--- src/rtl/nbody_periodic_force_step_macros.svh ---
// Assertion helpers shared by the block's modules.
// Each expects a clock named clk and an active-high reset named rst in scope.
`ifndef NBODY_PERIODIC_FORCE_STEP_MACROS_SVH
`define NBODY_PERIODIC_FORCE_STEP_MACROS_SVH

// Same-cycle implication.
`define NBPFS_ASSERT_IMP(label, ante, cons, msg) \
  label: assert property (@(posedge clk) disable iff (rst) (ante) |-> (cons)) \
    else $error(msg);

// Next-cycle implication.
`define NBPFS_ASSERT_NXT(label, ante, cons, msg) \
  label: assert property (@(posedge clk) disable iff (rst) (ante) |=> (cons)) \
    else $error(msg);

`endif

--- src/rtl/nbpfs_pkg.sv ---
`timescale 1ns / 1ps
package nbpfs_pkg;

  localparam int MAX_PARTICLES = 64;
  localparam int MAX_IMAGES    = 16;
  localparam int IDX_W         = $clog2(MAX_PARTICLES);
  localparam int CNT_W         = IDX_W + 1;

  // 0.0001 and 1/1.1 as fractions of 2^32
  localparam logic [18:0] SCALE_MUL = 19'd429497;
  localparam logic [31:0] DAMP_MUL  = 32'd3904515724;

  // shared divide / square-root unit sizing
  localparam int DU_NUM_W      = 57;
  localparam int DU_DEN_W      = 52;
  localparam int DU_DIV_STEPS  = 57;
  localparam int DU_SQRT_STEPS = 26;

  // configuration register indexes
  localparam logic CFG_PARTICLE_COUNT = 1'b0;
  localparam logic CFG_IMAGE_COUNT    = 1'b1;

  // request kinds
  localparam logic REQ_LOAD = 1'b0;
  localparam logic REQ_STEP = 1'b1;

  typedef enum logic {
    OP_DIV,
    OP_SQRT
  } du_op_t;

  typedef struct packed {
    logic               req_type;
    logic [5:0]         slot;
    logic signed [31:0] pos_x;
    logic signed [31:0] pos_y;
    logic signed [31:0] vel_x;
    logic signed [31:0] vel_y;
  } in_word_t;

  typedef struct packed {
    logic [5:0]         out_slot;
    logic signed [31:0] new_pos_x;
    logic signed [31:0] new_pos_y;
    logic signed [31:0] new_vel_x;
    logic signed [31:0] new_vel_y;
    logic               last;
  } out_word_t;

  typedef struct packed {
    logic                go;
    du_op_t              op;
    logic [DU_NUM_W-1:0] num;
    logic [DU_DEN_W-1:0] den;
  } du_req_t;

  typedef struct packed {
    logic                done;
    logic [DU_NUM_W-1:0] result;
  } du_rsp_t;

endpackage

--- src/rtl/nbpfs_divsqrt.sv ---
`timescale 1ns / 1ps
`include "nbody_periodic_force_step_macros.svh"
module nbpfs_divsqrt
  import nbpfs_pkg::*;
(
  input  logic    clk,
  input  logic    rst,
  input  du_req_t req,
  output du_rsp_t rsp
);

  logic                busy;
  logic                done;
  du_op_t              op_r;
  logic [5:0]          cnt;
  logic [DU_NUM_W:0]   rem;
  logic [DU_NUM_W-1:0] quo;
  logic [DU_NUM_W-1:0] nsh;
  logic [DU_DEN_W-1:0] den_r;

  logic [DU_NUM_W:0]   rem_sh;
  logic [DU_NUM_W:0]   trial;
  logic                fits;
  logic [DU_NUM_W:0]   diff;

  // one restoring step: one bit of quotient or one bit of root
  always_comb begin
    if (op_r == OP_DIV) begin
      rem_sh = {rem[DU_NUM_W-1:0], nsh[DU_NUM_W-1]};
      trial  = {{(DU_NUM_W+1-DU_DEN_W){1'b0}}, den_r};
    end else begin
      rem_sh = {rem[DU_NUM_W-2:0], nsh[DU_NUM_W-1:DU_NUM_W-2]};
      trial  = {quo[DU_NUM_W-2:0], 2'b01};
    end
    fits = (rem_sh >= trial);
    diff = rem_sh - trial;
  end

  // load on go, then iterate until the count runs out
  always_ff @(posedge clk) begin
    if (rst) begin
      busy <= 1'b0;
      done <= 1'b0;
    end else begin
      done <= 1'b0;
      if (req.go) begin
        busy  <= 1'b1;
        op_r  <= req.op;
        cnt   <= (req.op == OP_DIV) ? 6'(DU_DIV_STEPS) : 6'(DU_SQRT_STEPS);
        rem   <= '0;
        quo   <= '0;
        nsh   <= req.num;
        den_r <= req.den;
      end else if (busy) begin
        rem <= fits ? diff : rem_sh;
        quo <= {quo[DU_NUM_W-2:0], fits};
        if (op_r == OP_DIV) begin
          nsh <= {nsh[DU_NUM_W-2:0], 1'b0};
        end else begin
          nsh <= {nsh[DU_NUM_W-3:0], 2'b00};
        end
        cnt <= cnt - 6'd1;
        if (cnt == 6'd1) begin
          busy <= 1'b0;
          done <= 1'b1;
        end
      end
    end
  end

  assign rsp.done   = done;
  assign rsp.result = quo;

  `NBPFS_ASSERT_IMP(a_no_go_while_busy, req.go, !busy, "divsqrt: start while busy")
  `NBPFS_ASSERT_NXT(a_go_starts_work, req.go, busy, "divsqrt: start did not take")
  `NBPFS_ASSERT_IMP(a_done_when_idle, rsp.done, !busy, "divsqrt: done while busy")

endmodule

--- config.mk ---
export PLATFORM = sky130hd
export DESIGN_NAME = nbpfs_divsqrt
export DESIGN_NICKNAME = d
export VERILOG_FILES = /design/src/rtl/nbpfs_pkg.sv /design/src/rtl/nbpfs_divsqrt.sv
export VERILOG_INCLUDE_DIRS = /design/src /design/src/rtl
export SDC_FILE = /design/constraint.sdc
export NUM_CORES = 1
export LEC_CHECK = 0
export BUFFER_PORTS_ARGS = -buffer_cell sky130_fd_sc_hd__buf_2
export CORE_MARGIN = 10
export CORE_UTILIZATION = 54
export DETAILED_ROUTE_END_ITERATION = 6
export PLACE_DENSITY = 0.78
export SYNTH_ARGS = -nofsm -noshare
export SYNTH_HDL_FRONTEND = slang
export SYNTH_SLANG_ARGS = --single-unit
--- constraint.sdc ---
create_clock -name clk -period 10.1 [get_ports clk]
set_clock_uncertainty 0.05 [all_clocks]
set_input_delay 1.515 -clock clk [delete_from_list [all_inputs] [get_ports clk]]
set_output_delay 1.515 -clock clk [all_outputs]
set_load 0.02 [all_outputs]
==> results.json <==
{
  "ys_ff_latch": 232,
  "slew_viol_final": 0,
  "antenna_found_initial": 0,
  "grt_max_degree": 155,
  "final_cell_mix": "230 x edfxtp_1, 169 x buf_2, 121 x a21oi_1, 118 x nand2_1, 109 x mux2i_1",
  "synth_flop_cell": "edfxtp_1",
  "min_period_ns": 5.91,
  "dp_cells": 1789,
  "fin_tns_setup_ns": 0,
  "syn_to_final_growth_pct": 12.3,
  "synth-seq-area-share_pct": 48.1,
  "dieArea_um2": 33700,
  "cts_resized": 0,
  "syn_avg_cell_area_um2": 10.6,
  "cp_max_fo": 154,
  "row_count": 59,
  "slew_headroom_pct": 30.1,
  "clkLatencyLatePin_ns": 0.55,
  "pin_count": 171,
  "root_buffer": "clkbuf_16",
  "powerDensity_nw_per_um2": 186,
  "yosysUniqueCellTypes": 69,
  "wl_met2_mm": 15.3,
  "rsz0062_at_grt": "false",
  "detail_route.vias_per_cell": 5.91,
  "finalNonFillerCells": 1836,
  "synthArstFlopShare_pct": 0,
  "vias": 10900,
  "startpoint_type": "flip-flop",
  "finalCritPeriodShare_pct": 58.5,
  "tightestPinTransition_ns": 1.05,
  "drc": 0,
  "worstSetupPathType": "flip-flop to flip-flop",
  "outcome": "complete, no violations",
  "clockBufferDepth": 3,
  "wl_met3_mm": 2.02,
  "ant_nets": 0,
  "critPathCaptureType": "flip-flop",
  "postCtsHoldBufs": 0,
  "path_clk_slew_ns": 0.06,
  "port-buffer-count": 170,
  "drive_above_1_share_pct": 19.3,
  "drtIter0Drc": 817,
  "antenna_cells": 0,
  "post_drt_wl_per_cell_um": 18.5,
  "postCtsSetupRepairBufs": 0,
  "grt_pass1_vias": 10900,
  "drt-met1-wl_mm": 15.9,
  "grt_pass1_wl_mm": 55.3,
  "h-tree-depth": 1,
  "final_nets": 1657,
  "min_path_type": "flip-flop to flip-flop",
  "grt-ovfl-total": 0,
  "required_ns": 10.30,
  "drv_cap": 0,
  "die_h_um": 184,
  "synth_nets": 1539,
  "power_mw": 3.02,
  "globalplace.congestion": 0.925,
  "synth-edff-count": 230,
  "core_um2": 26200,
  "numClockSinks": 232,
  "p_leak_nw": 6.47,
  "wl_mm": 34.0,
  "netlist_area_um2": 14400,
  "cts_tree": "yes",
  "vdd_drop_max_mv": 0.154,
  "hold_viol": 0,
  "die_w_um": 184,
  "cts_inserted_buffers": 27,
  "worst_ep_arrival_time_ns": 6.11,
  "finalSetupViolations": 0,
  "ys_warn_count": 0,
  "drt_first_pass_iters": 6,
  "fmax_mhz": 169,
  "layout_commonest_cell": "edfxtp_1",
  "dr.max_layer_used": "met4",
  "r2r_setup_slack_ns": 4.19,
  "start_util_pct": 55.1,
  "syn_inst": 1365,
  "grt_usage_pct": 19.5,
  "hpwl_mm": 23.4
}
[cell type report]
class	count	area [um2]
Clock buffer	33	698
Clock inverter	14	73.8
Fill cell	2149	10000
Inverter	21	78.8
Multi-Input combinational cell	1020	7040
Sequential cell	232	6950
Tap cell	335	419
Timing Repair Buffer	181	952
[routing by layer]
| layer | global-route usage (%) | vias to the layer above |
|---|---|---|
| li1 | - | 5343 |
| met1 | 27.4 | 5131 |
| met2 | 30.7 | 334 |
| met3 | 3.06 | 51 |
| met4 | 4.82 | 0 |
| met5 | 0 | - |
[cell usage after synthesis, drive strengths merged (27+ instances only)]
| cell | number | share of area, % |
|---|---|---|
| nand2 | 118 | 3.1 |
| xnor2 | 27 | 1.6 |
| mux2i | 109 | 7.6 |
| nor2b | 64 | 2.8 |
| edfxtp | 230 | 48 |
| o21ai | 139 | 4.8 |
| a21oi | 122 | 4.2 |
| nor2 | 39 | 1.0 |
| ha | 60 | 5.2 |
| nand3 | 74 | 2.6 |
| a21o | 34 | 1.8 |
| mux2 | 57 | 4.4 |
| clkbuf | 66 | 1.7 |
[registers in the layout (all words and copies together) (netlist names)]
register	flops
done	1
den_r	52
quo	57
busy	1
op_r	1
cnt	6
rem	57
nsh	57
[through the flow]
step / hold slack [ns] / worst slack, ns / instance area [um2] / util (%)
after floorplan: 0.440 / 2.85 / 14400 / -
after global placement: 0.451 / 4.44 / 15400 / 58.9
after detailed placement: 0.460 / 4.32 / 15400 / 58.9
after CTS: 0.467 / 4.23 / 16200 / 61.8
after global routing: 0.486 / 3.87 / 16200 / 61.8
final: 0.464 / 4.19 / 16200 / 61.8
[critical path, cell delays in order, from the launching register on]
cell and delay (ns):
edfxtp_1 0.32, buf_4 0.31, buf_12 0.70, mux2_2 0.43, ha_1 0.38, and2_1 0.23
a221oi_1 0.39, a21boi_2 0.12, o31ai_1 0.50, a21o_1 0.25, a21boi_2 0.09, o21ai_2 0.24
a2111o_1 0.79, buf_4 0.46, a21o_1 0.17, a21oi_1 0.06
[path summary, 6_finish.rpt]
kind,from,to,cells past startpoint
worst min register to register,busy,done,1
worst max-delay path,op_r,rem[32],15
worst max register to register,op_r,rem[32],15
worst min-delay path,busy,done,1
[where the power goes]
part           switching, mW  leakage [nW]  internal [mW]
registers             0.0398          2.24           1.17
clock network          0.379         0.380          0.488
logic                  0.564          3.86          0.382
[kinds of logic (layout without fill, tap and decap cells)]
kind of cell             count (synthesis)  count (layout)  synth area share (%)
multiplexers                           166             166                  12.0
adder cells (fa/ha/maj)                 61              61                  5.34
buffers and inverters                  113             249                  3.30
AND/OR/NAND/NOR                        365             365                  12.5
AO/OA/AOI/OAI                          380             380                  15.9
flip-flops                             232             232                  48.1
XOR/XNOR                                48              48                  2.91
Power figures use the tool's default switching activity.
